--- src/rtl/core/fhcc_pkg.sv ---
// Shared types and constants of the frame header and checksum checker.
// Depends on nothing; the accumulator, the judge and the top level import it.
`default_nettype none

package fhcc_pkg;

  localparam int unsigned HASH_MUL  = 31;
  localparam int unsigned MIN_FRAME = 8;
  localparam int unsigned TAIL_LEN  = 4;
  localparam int unsigned COUNT_MAX = 15;
  localparam int unsigned CNT_W     = 4;

  typedef enum logic [2:0] {
    ST_OK       = 3'd0,
    ST_SHORT    = 3'd1,
    ST_MAGIC    = 3'd2,
    ST_CHECKSUM = 3'd3,
    ST_MAJOR    = 3'd4,
    ST_MINOR    = 3'd5
  } status_t;

  typedef enum logic [1:0] {
    CFG_MAGIC = 2'd0,
    CFG_MAJOR = 2'd1,
    CFG_MINOR = 2'd2
  } cfg_index_t;

  typedef struct packed {
    logic [15:0]        expected_magic;
    logic signed [7:0]  required_major;
    logic signed [7:0]  minimum_minor;
  } cfg_regs_t;

  // Snapshot of one finished frame, handed from the accumulator to the judge.
  typedef struct packed {
    logic               valid;
    logic               too_short;
    logic [15:0]        magic;
    logic signed [7:0]  major;
    logic signed [7:0]  minor;
    logic [31:0]        hash;
    logic [31:0]        tail;
  } chk_req_t;

endpackage

`default_nettype wire

--- src/rtl/core/fhcc_if.sv ---
// Channel interfaces of the frame header and checksum checker: byte requests,
// result requests and configuration writes. No dependencies.
`default_nettype none

interface fhcc_byte_if;
  logic       valid;
  logic       ready;
  logic [7:0] frame_byte;
  logic       final_byte;
  modport source (output valid, frame_byte, final_byte, input ready);
  modport sink   (input valid, frame_byte, final_byte, output ready);
endinterface

interface fhcc_result_if;
  logic              valid;
  logic              ready;
  logic [2:0]        status;
  logic signed [7:0] seen_major;
  logic signed [7:0] seen_minor;
  modport source (output valid, status, seen_major, seen_minor, input ready);
  modport sink   (input valid, status, seen_major, seen_minor, output ready);
endinterface

interface fhcc_cfg_if;
  logic        valid;
  logic        ready;
  logic [1:0]  index;
  logic [15:0] data;
  modport source (output valid, index, data, input ready);
  modport sink   (input valid, index, data, output ready);
endinterface

`default_nettype wire

--- src/rtl/core/fhcc_accum.sv ---
// Per-byte accumulator: header capture, delay line, running hash and byte count.
// Depends on fhcc_pkg and fhcc_byte_if.
`default_nettype none

module fhcc_accum (
  input  wire logic          clk,
  input  wire logic          rst,
  fhcc_byte_if.sink          frm,
  input  wire logic          take,
  output fhcc_pkg::chk_req_t chk
);
  import fhcc_pkg::*;

  logic [31:0]      hash;
  logic [31:0]      tail;
  logic [15:0]      magic;
  logic [7:0]       major;
  logic [7:0]       minor;
  logic [CNT_W-1:0] cnt;

  logic [31:0]      hash_next;
  logic [31:0]      tail_next;
  logic [15:0]      magic_next;
  logic [7:0]       major_next;
  logic [7:0]       minor_next;
  logic [CNT_W-1:0] cnt_next;
  logic             accept;

  assign frm.ready = !chk.valid || take;
  assign accept    = frm.valid && frm.ready;

  always_comb begin
    hash_next  = hash;
    magic_next = magic;
    major_next = major;
    minor_next = minor;
    // The byte leaving the delay line enters the hash.
    if (cnt >= CNT_W'(TAIL_LEN)) begin
      hash_next = (hash << 5) - hash + {24'd0, tail[7:0]};
    end
    tail_next = {frm.frame_byte, tail[31:8]};
    case (cnt)
      CNT_W'(0): magic_next = {magic[15:8], frm.frame_byte};
      CNT_W'(1): magic_next = {frm.frame_byte, magic[7:0]};
      CNT_W'(2): major_next = frm.frame_byte;
      CNT_W'(3): minor_next = frm.frame_byte;
      default:   magic_next = magic;
    endcase
    cnt_next = (cnt < CNT_W'(COUNT_MAX)) ? cnt + CNT_W'(1) : cnt;
  end

  always_ff @(posedge clk) begin
    if (rst) begin
      hash      <= '0;
      tail      <= '0;
      magic     <= '0;
      major     <= '0;
      minor     <= '0;
      cnt       <= '0;
      chk.valid <= 1'b0;
    end else begin
      chk.valid <= (chk.valid && !take) || (accept && frm.final_byte);
      if (accept) begin
        if (frm.final_byte) begin
          chk.too_short <= cnt_next < CNT_W'(MIN_FRAME);
          chk.magic     <= magic_next;
          chk.major     <= major_next;
          chk.minor     <= minor_next;
          chk.hash      <= hash_next;
          chk.tail      <= tail_next;
          hash          <= '0;
          tail          <= '0;
          magic         <= '0;
          major         <= '0;
          minor         <= '0;
          cnt           <= '0;
        end else begin
          hash  <= hash_next;
          tail  <= tail_next;
          magic <= magic_next;
          major <= major_next;
          minor <= minor_next;
          cnt   <= cnt_next;
        end
      end
    end
  end

endmodule

`default_nettype wire

--- src/rtl/core/fhcc_judge.sv ---
// Status decision for a finished frame and the result output register.
// Depends on fhcc_pkg and fhcc_result_if.
`default_nettype none

module fhcc_judge (
  input  wire logic                clk,
  input  wire logic                rst,
  input  wire fhcc_pkg::chk_req_t  chk,
  input  wire fhcc_pkg::cfg_regs_t cfg_regs,
  output logic                     take,
  fhcc_result_if.source            res
);
  import fhcc_pkg::*;

  status_t           status_d;
  status_t           status_q;
  logic signed [7:0] major_q;
  logic signed [7:0] minor_q;
  logic              res_valid;

  assign take = !res_valid || res.ready;

  always_comb begin
    if (chk.too_short) begin
      status_d = ST_SHORT;
    end else if (chk.magic != cfg_regs.expected_magic) begin
      status_d = ST_MAGIC;
    end else if (chk.tail != chk.hash) begin
      status_d = ST_CHECKSUM;
    end else if (chk.major != cfg_regs.required_major) begin
      status_d = ST_MAJOR;
    end else if (chk.minor < cfg_regs.minimum_minor) begin
      status_d = ST_MINOR;
    end else begin
      status_d = ST_OK;
    end
  end

  always_ff @(posedge clk) begin
    if (rst) begin
      res_valid <= 1'b0;
    end else if (take) begin
      res_valid <= chk.valid;
    end
    if (take && chk.valid) begin
      status_q <= status_d;
      // A frame that is too short reports no version bytes.
      major_q  <= chk.too_short ? 8'sd0 : chk.major;
      minor_q  <= chk.too_short ? 8'sd0 : chk.minor;
    end
  end

  assign res.valid      = res_valid;
  assign res.status     = status_q;
  assign res.seen_major = major_q;
  assign res.seen_minor = minor_q;

endmodule

`default_nettype wire

--- src/rtl/core/frame_header_checksum_checker_unit.sv ---
// Top level of the frame header and checksum checker: configuration registers,
// accumulator and judge. Depends on fhcc_pkg, the fhcc interfaces, fhcc_accum, fhcc_judge.
//
//   Port  Role    Request carries
//   frm   sink    frame_byte, final_byte
//   res   source  status, seen_major, seen_minor
//   cfg   sink    index, data (always ready)
//
// One byte is accepted per cycle while frm.ready is high; the running hash is updated
// at the accepting edge. After its final byte, a result passes through the frame
// snapshot register and then the register that holds the decided status.
// Reset is synchronous and clears the frame state, the configuration and both valids.
// A stalled result stops every further byte only once the snapshot register is full.
`default_nettype none

module frame_header_checksum_checker_unit (
  input  wire logic     clk,
  input  wire logic     rst,
  fhcc_byte_if.sink     frm,
  fhcc_result_if.source res,
  fhcc_cfg_if.sink      cfg
);
  import fhcc_pkg::*;

  cfg_regs_t cfg_regs;
  chk_req_t  chk;
  logic      take;

  assign cfg.ready = 1'b1;

  always_ff @(posedge clk) begin
    if (rst) begin
      cfg_regs <= '0;
    end else if (cfg.valid && cfg.ready) begin
      unique case (cfg.index)
        CFG_MAGIC: cfg_regs.expected_magic <= cfg.data;
        CFG_MAJOR: cfg_regs.required_major <= cfg.data[7:0];
        CFG_MINOR: cfg_regs.minimum_minor  <= cfg.data[7:0];
        default:   cfg_regs <= cfg_regs;
      endcase
    end
  end

  fhcc_accum u_accum (
    .clk  (clk),
    .rst  (rst),
    .frm  (frm),
    .take (take),
    .chk  (chk)
  );

  fhcc_judge u_judge (
    .clk      (clk),
    .rst      (rst),
    .chk      (chk),
    .cfg_regs (cfg_regs),
    .take     (take),
    .res      (res)
  );

  a_final_makes_snapshot: assert property (@(posedge clk) disable iff (rst)
    frm.valid && frm.ready && frm.final_byte |=> chk.valid)
    else $error("final byte accepted without a frame snapshot");

  a_snapshot_only_on_final: assert property (@(posedge clk) disable iff (rst)
    !(frm.valid && frm.ready && frm.final_byte) |=> !$rose(chk.valid))
    else $error("frame snapshot appeared without a final byte");

  a_snapshot_held: assert property (@(posedge clk) disable iff (rst)
    chk.valid && !take |=> chk.valid && $stable(chk))
    else $error("frame snapshot lost while the result register was full");

  a_short_no_versions: assert property (@(posedge clk) disable iff (rst)
    res.valid && res.status == ST_SHORT |-> res.seen_major == 8'sd0 && res.seen_minor == 8'sd0)
    else $error("short frame reported version bytes");

endmodule

`default_nettype wire
--- src/flat_wrapper.sv ---
// flat-port wrapper written by rule: the top's interface ports become plain ports
module frame_header_checksum_checker_unit_flat import fhcc_pkg::*;
  (clk, rst, frm_valid, frm_frame_byte, frm_final_byte, frm_ready, res_valid, res_status, res_seen_major, res_seen_minor, res_ready, cfg_valid, cfg_index, cfg_data, cfg_ready);
  fhcc_byte_if frm_i ();
  fhcc_result_if res_i ();
  fhcc_cfg_if cfg_i ();
  input  wire logic clk;
  input  wire logic rst;
  input wire logic [$bits(frm_i.valid)-1:0] frm_valid;
  input wire logic [$bits(frm_i.frame_byte)-1:0] frm_frame_byte;
  input wire logic [$bits(frm_i.final_byte)-1:0] frm_final_byte;
  output wire logic [$bits(frm_i.ready)-1:0] frm_ready;
  output wire logic [$bits(res_i.valid)-1:0] res_valid;
  output wire logic [$bits(res_i.status)-1:0] res_status;
  output wire logic [$bits(res_i.seen_major)-1:0] res_seen_major;
  output wire logic [$bits(res_i.seen_minor)-1:0] res_seen_minor;
  input wire logic [$bits(res_i.ready)-1:0] res_ready;
  input wire logic [$bits(cfg_i.valid)-1:0] cfg_valid;
  input wire logic [$bits(cfg_i.index)-1:0] cfg_index;
  input wire logic [$bits(cfg_i.data)-1:0] cfg_data;
  output wire logic [$bits(cfg_i.ready)-1:0] cfg_ready;
  assign frm_i.valid = frm_valid;
  assign frm_i.frame_byte = frm_frame_byte;
  assign frm_i.final_byte = frm_final_byte;
  assign frm_ready = frm_i.ready;
  assign res_valid = res_i.valid;
  assign res_status = res_i.status;
  assign res_seen_major = res_i.seen_major;
  assign res_seen_minor = res_i.seen_minor;
  assign res_i.ready = res_ready;
  assign cfg_i.valid = cfg_valid;
  assign cfg_i.index = cfg_index;
  assign cfg_i.data = cfg_data;
  assign cfg_ready = cfg_i.ready;
  frame_header_checksum_checker_unit u_core (.clk(clk), .rst(rst), .frm(frm_i), .res(res_i), .cfg(cfg_i));
endmodule
--- config.mk ---
export PLATFORM = sky130hd
export DESIGN_NAME = frame_header_checksum_checker_unit_flat
export DESIGN_NICKNAME = d
export VERILOG_FILES = /design/src/rtl/core/fhcc_pkg.sv /design/src/rtl/core/fhcc_if.sv /design/src/rtl/core/fhcc_accum.sv /design/src/rtl/core/fhcc_judge.sv /design/src/rtl/core/frame_header_checksum_checker_unit.sv /design/src/flat_wrapper.sv
export SDC_FILE = /design/constraint.sdc
export NUM_CORES = 1
export LEC_CHECK = 0
export BUFFER_PORTS_ARGS = -buffer_cell sky130_fd_sc_hd__buf_2
export CAP_MARGIN = 20
export CORE_UTILIZATION = 56
export CTS_BUF_LIST = sky130_fd_sc_hd__clkbuf_16
export DETAILED_ROUTE_END_ITERATION = 7
export HOLD_SLACK_MARGIN = 0.03
export PLACE_DENSITY = 0.76
export SYNTH_ARGS = -nofsm -noshare
export SYNTH_HDL_FRONTEND = slang
export SYNTH_SLANG_ARGS = --single-unit
--- constraint.sdc ---
create_clock -name clk -period 9.1 [get_ports clk]
set_input_delay 0.91 -clock clk [delete_from_list [all_inputs] [get_ports clk]]
set_output_delay 0.91 -clock clk [all_outputs]
set_load 0.02 [all_outputs]
======== Word-level counts from Yosys, hierarchy flattened ========
Cells that the tools add are included.
operators by class
  multiplexer cells ....................... 15
  multiply operators ...................... 0
  shifts and indexed selects .............. 0
  equality and inequality tests ........... 8
  divide/modulo/power cells ............... 0
  add/sub/neg operators ................... 3
  magnitude comparators ................... 4
  bitwise operators ....................... 1
  reduce and logical (&&, ||, !) cells .... 17
operator list
  cell                                                 number
  2-to-1 mux 32 bit                                    3
  adder 32 x 8 -> 32 bit                               1
  2-to-1 mux 8 bit                                     4
  inequality test 32 bit                               1
  one-hot mux 16 bit (2 select lines)                  1
  subtractor 32 bit                                    1
  2-to-1 mux 16 bit                                    1
  inequality test 16 bit                               1
  == test 4 x 2 -> 1 bit, second input constant        2
  < comparator 4 bit, second input constant            2
  < comparator 8 bit                                   1
  2-to-1 mux 4 bit                                     2
  inequality test 8 bit                                1
  2-to-1 mux 3 bit                                     2
  AND reduction 2 bit                                  3
  adder 4 x 1 -> 4 bit, second input constant          1
  == test 4 x 1 -> 1 bit, second input constant        1
  >= comparator 4 x 3 -> 1 bit, second input constant  1
  logical AND 1 bit                                    4
  logical NOT 4 bit                                    1
  2-to-1 mux 2 bit                                     2
  logical NOT 1 bit                                    3
  logical OR 1 bit                                     3
  AND reduction 3 bit                                  1
  other kinds (5)                                      5
word-level totals
  memories kept ........................... 0
  RAM bits ................................ 0
  input port bits ......................... 32
  bits in read-only memories .............. 0
  word-level logic and storage cells ...... 69
  bits in latches ......................... 0
  register bits ........................... 250
  output and inout port bits .............. 22

======== Longest topological paths before layout ========
  depth in word-level cells ............... 6
  mapped depth ............................ 15
  depth with buffers taken out ............ 15

======== By module ========
From an unflattened synthesis, not the netlist that was laid out.
unflattened totals
  cell total of the unflattened synthesis .. 1,169
  area, all modules ....................... 12,359.4 um^2
modules (own cells, without submodules)
  module                              cells each  instances  area an instance (um^2)  seq. area each (um^2)
  fhcc_accum                          895         1          9,425.3                  4,934.7
  fhcc_judge                          148         1          1,571.5                  590.6
  frame_header_checksum_checker_unit  126         1          1,362.6                  640.6

======== Worst setup path before layout ========
OpenSTA, ideal clock, no wires.
  kind .................................... input -> register
  start ................................... in res_ready
  end ..................................... reg, netlist name u_core.u_accum.chk[0]
  path slack .............................. 0.112 ns
  required time ........................... 8.429 ns
  path buffers ............................ 2
  cell stages on the path ................. 6
  arrival ................................. 8.316 ns
  library setup time ...................... 0.671 ns
  path through ............................ nor2b_1 -> nand2_1 -> nand2_1 -> clkbuf_1 -> buf_1 -> nor3_1
on the way
  word-level cells in the longest chain between the ends .. 4
ends and longest elaborated chain
  element                               RTL line            source
  from (decl)                           flat_wrapper.sv:17  input wire logic [$bits(res_i.ready)-1:0] res_ready;
  logical OR 1 bit                      fhcc_judge.sv:21    assign take = !res_valid || res.ready;
  logical OR 1 bit                      fhcc_accum.sv:29    assign frm.ready = !chk.valid || take;
  via frm_ready                         flat_wrapper.sv:12  output wire logic [$bits(frm_i.ready)-1:0] frm_ready;
  logical AND 1 bit                     fhcc_accum.sv:30    assign accept = frm.valid && frm.ready;
  AND reduction 3 bit (no source line)  --
The timed path passes the listed nets, and every way through them passes these cells.
A chain may end at the register's enable or synchronous reset.

======== Final worst setup path ========
  start ................................... reg u_core.u_accum.hash[1]
  end ..................................... reg, netlist name u_core.u_accum.chk[63]
on the way
  word-level cells in the longest chain between the ends .. 3
ends and longest elaborated chain
  element                           RTL line          source
  from (decl)                       fhcc_accum.sv:14  logic [31:0] hash;
  from (signal assigned)            fhcc_accum.sv:78  hash <= hash_next;
  subtractor 32 bit                 fhcc_accum.sv:39  hash_next = (hash << 5) - hash + {24'd0, tail[7:0]};
  adder 32 x 8 -> 32 bit            fhcc_accum.sv:39
  2-to-1 mux 32 bit                 fhcc_accum.sv:38  if (cnt >= CNT_W'(TAIL_LEN)) begin
  via u_core.u_accum.hash_next[31]  fhcc_accum.sv:21  logic [31:0] hash_next;
The timed path passes the listed nets, and every way through them passes these cells.

==> metrics.md <==
| Metric | Value |
|---|---|
| Run status | `complete, no violations` |
| Busiest grt layer | `met2` |
| WP data arrival | `3.60 ns` |
| Final #Nets | `1280` |
| Kind of critical path | `reg2reg` |
| CTS tree | `built` |
| Detailed-route DRC error count | `0` |
| Cell row count | `53` |
| Most frequent cells after synthesis | `dfxtp_1, nor2_1, edfxtp_1` |
| Post-CTS Hold Buffers | `0` |
| RSZ-0062 raised after global routing | `false` |
| Count of cell instances traversed by the critical path | `14` |
| Final Slew Violations | `0` |
| Detailed Route WL | `27000 µm` |
| VDD IR-drop max | `0.167 mV` |
| Largest net degree at the start of global routing | `79` |
| Max-slew headroom | `0.285` |
| Sequential fraction of the synthesis area | `0.513` |
| Psw | `519 µW` |
| Area of the mapped netlist | `0.0120 mm²` |
| Root Buffer | `clkbuf_16` |
| Synth Instances | `1146` |
| Syn avg cell area | `10.5 µm²` |
| Die width | `148 µm` |
| Final hold violations | `0` |
| Post_cts resized | `0` |
| Static Leakage | `0.00537 µW` |
| Min Tclk post-route | `3.32 ns` |
| WL/cell | `18.4 µm` |
| CTS Buf Count | `26` |
| Cell variety after synth | `62` |
| Total of max-cap violations | `0` |
| DIE AREA | `0.0220 mm²` |
| Starting Density | `0.571` |
| Req. time, crit path | `9.39 ns` |
| Wire length of the first global-routing pass | `42800 µm` |
| Overall power | `2370 µW` |
| Postcts setup bufs | `0` |
| Period utilization | `0.364` |
| Fmax | `0.302 GHz` |
| Worst-margin pin slew | `1.07 ns` |
| Delay of the slowest critical-path stage | `0.37 ns` |
| Buf/Inv on CP | `2` |
| Slowest CP cell | `fa_1` |
| Share of post-route cells with drive strength above 1 | `0.121` |
| Most numerous cell in the Yosys netlist | `dfxtp_1` |
| Net Count, Synth | `1251` |
| DR pass1 iterations | `5` |
| Crit path max-delay family | `compound AO/OA/AOI/OAI gates` |
| Area share of the largest cell type after synthesis | `0.290` |
| Critical path launch point type | `register` |
| Reg clk slew, reported paths | `0.06 ns` |
| Worst hold path type | `reg2reg` |
| Cell taking the most area after synthesis | `edfxtp_1` |
| Starting DRT DRC Count | `691` |
| DR vias/cell | `5.81` |
| Antenna-violating nets left | `0` |
| Clock Skews | `0.0340 ns` |
| Synthesized flop and latch total | `250` |
| Total Neg Setup Slack | `0 ns` |
| GRT Total Usage | `0.246` |
| CP Max Fanout | `4` |
| Top FF cell, synth | `dfxtp_1` |
| Vias | `8539` |
| Layout area overhead | `10.9%` |
| Clk buf depth | `3` |
| Worst-Skew Late Latency | `0.53 ns` |
| Area contributors post-synth | `edfxtp_1, dfxtp_1, ha_1` |
| Cell Chain, Critical Path | `inv_1 > ha_1 > ha_1 > inv_1 > fa_1 > nand2b_1 > a21oi_2 > o211ai_1 > a21o_1 > a21oi_2 > o211ai_1 > a211o_1 > o211a_2 > xnor2_1` |
| Final setup viols | `0` |
| Antenna diodes | `0` |
| Routing usage on met1 | `0.347` |
| # IOs | `54` |
| Combinational power share | `0.051` |
| Total grt overflow | `0` |
| Final HPWL DP | `18600 µm` |
| Worst r2r path cells | `14` |
| Vias in the first global route | `8089` |
| Sequential power share | `0.513` |
| FILL cells | `1601` |
| TritonCTS Sinks | `250` |
| Number of H-tree levels | `1` |
| Grt met2 use | `0.410` |
| Met3 Track Usage GR | `0.0307` |
| Sw Ratio | `0.219` |
| Internal power | `1850 µW` |
| Clock Power Share | `0.436` |
| Core ar. | `0.0210 mm²` |
| Initial antenna violation count | `0` |
| Pwr dens | `178 mW/mm²` |
| Port Buffers | `52` |
| Number of synthesized flops with an enable pin | `116` |
| WHS Path Cells | `0` |
| Syn. warnings | `0` |
| FF+latch area | `0.00617 mm²` |
| Element type at the critical path end | `register` |
| Routability Congestion | `0.885` |
| Post-synth ARST share | `0` |
| Area of the multi-input gates | `0.00542 mm²` |
| Die Span Y | `148 µm` |
==> path summary, 6_finish.rpt <==
| check | from | end | slack (ns) |
|---|---|---|---|
| max | u_core.u_accum.hash[1] | u_core.u_accum.chk[63] | 5.78 |
| min | u_core.u_accum.tail[23] | u_core.u_accum.chk[15] | 0.43 |
| max reg2reg | u_core.u_accum.hash[1] | u_core.u_accum.chk[63] | 5.78 |
| min reg2reg | u_core.u_accum.tail[23] | u_core.u_accum.chk[15] | 0.43 |
==> cell type report <==
cell class	count	share of cell area
sequential	250	0.463
inverter	56	0.0158
clock buffer	28	0.0526
clock inverter	20	0.0114
timing repair buffer	60	0.0242
multi-input combinational	781	0.407
tap	275	0.0258
==> registers in the layout (all words and copies together), names as in the netlist, 3 cells and up <==
name	flops
u_core.cfg_regs	32
u_core.u_judge.res.seen_major	8
u_core.u_judge.res.seen_minor	8
u_core.u_judge.res.status	3
u_core.u_accum.major	8
u_core.u_accum.cnt	4
u_core.u_accum.hash	32
u_core.u_accum.minor	8
u_core.u_accum.tail	32
u_core.u_accum.magic	16
u_core.u_accum.chk	98
==> cell usage in the layout (no fill, tap or decap), types with 3 or more instances in the layout <==
| cell type | instances |
|---|---|
| a21oi_2 | 4 |
| o21ai_0 | 22 |
| or3_1 | 5 |
| o21bai_1 | 6 |
| nand2b_1 | 8 |
| inv_1 | 62 |
| clkinv_2 | 3 |
| buf_2 | 51 |
| edfxtp_1 | 116 |
| nor4_1 | 13 |
| nor2b_1 | 23 |
| a22o_1 | 29 |
| clkinv_1 | 6 |
| a21oi_1 | 89 |
| a22oi_1 | 41 |
| xnor2_1 | 27 |
| and2_1 | 6 |
| a31oi_1 | 7 |
| a21o_1 | 20 |
| mux2i_1 | 16 |
| and3_1 | 34 |
| nor2_1 | 131 |
| nand4_1 | 6 |
| nand3_1 | 8 |
| o211ai_1 | 5 |
| dfxtp_1 | 134 |
| a32oi_1 | 5 |
| fa_1 | 4 |
| clkbuf_16 | 28 |
| buf_4 | 9 |
| nand3b_1 | 7 |
| nand2_1 | 73 |
| ha_1 | 69 |
| mux2_2 | 26 |
| xor2_1 | 57 |
| o22ai_1 | 3 |
==> logic make-up after synthesis <==
| group | after synthesis | share of synthesized area |
|---|---|---|
| AND/OR/NAND/NOR | 327 | 0.128 |
| AO/OA/AOI/OAI | 253 | 0.143 |
| flip-flops | 250 | 0.513 |
| buffers and inverters | 115 | 0.0366 |
| XOR/XNOR | 84 | 0.0612 |
| adder cells (fa/ha/maj) | 73 | 0.0785 |
| multiplexers | 43 | 0.0390 |
| other | 1 | 0.000312 |
==> stage by stage <==
step	instances	setup WS [ns]	area, µm²	util	hold slack, ns
after global placement	1422	5.81	12500	0.593	0.430
after detailed placement	1422	5.70	12500	0.593	0.435
after global routing	1470	5.58	13300	0.634	0.451
final	1470	5.78	13300	0.634	0.432
after CTS	1470	5.82	13300	0.634	0.429
after floorplan	1146	0.112	12000	-	0.422
==> worst register-to-register path: stages, from the launching register on <==
cell	delay, ns
dfxtp_1	0.33
inv_1	0.09
ha_1	0.30
ha_1	0.16
inv_1	0.05
fa_1	0.37
nand2b_1	0.21
a21oi_2	0.17
o211ai_1	0.16
a21o_1	0.25
a21oi_2	0.21
o211ai_1	0.18
a211o_1	0.35
o211a_2	0.14
xnor2_1	0.12
==> metal layers <==
metal  vias up  share of wire
met5         -              0
met4         0          0.011
met1      4168           0.45
li1       4137              -
met2       209           0.49
met3        25          0.049
==> power groups by stage <==
stage | registers [µW] | clock network, µW | logic [µW]
global placement | 1240 | 0 | 118
CTS | 1210 | 1050 | 121
global route | 1210 | 1090 | 132
detailed placement | 1240 | 0 | 120
floorplan | 1240 | 0 | 79.5
finish | 1210 | 1030 | 121
(Power assumes the default switching activity.)
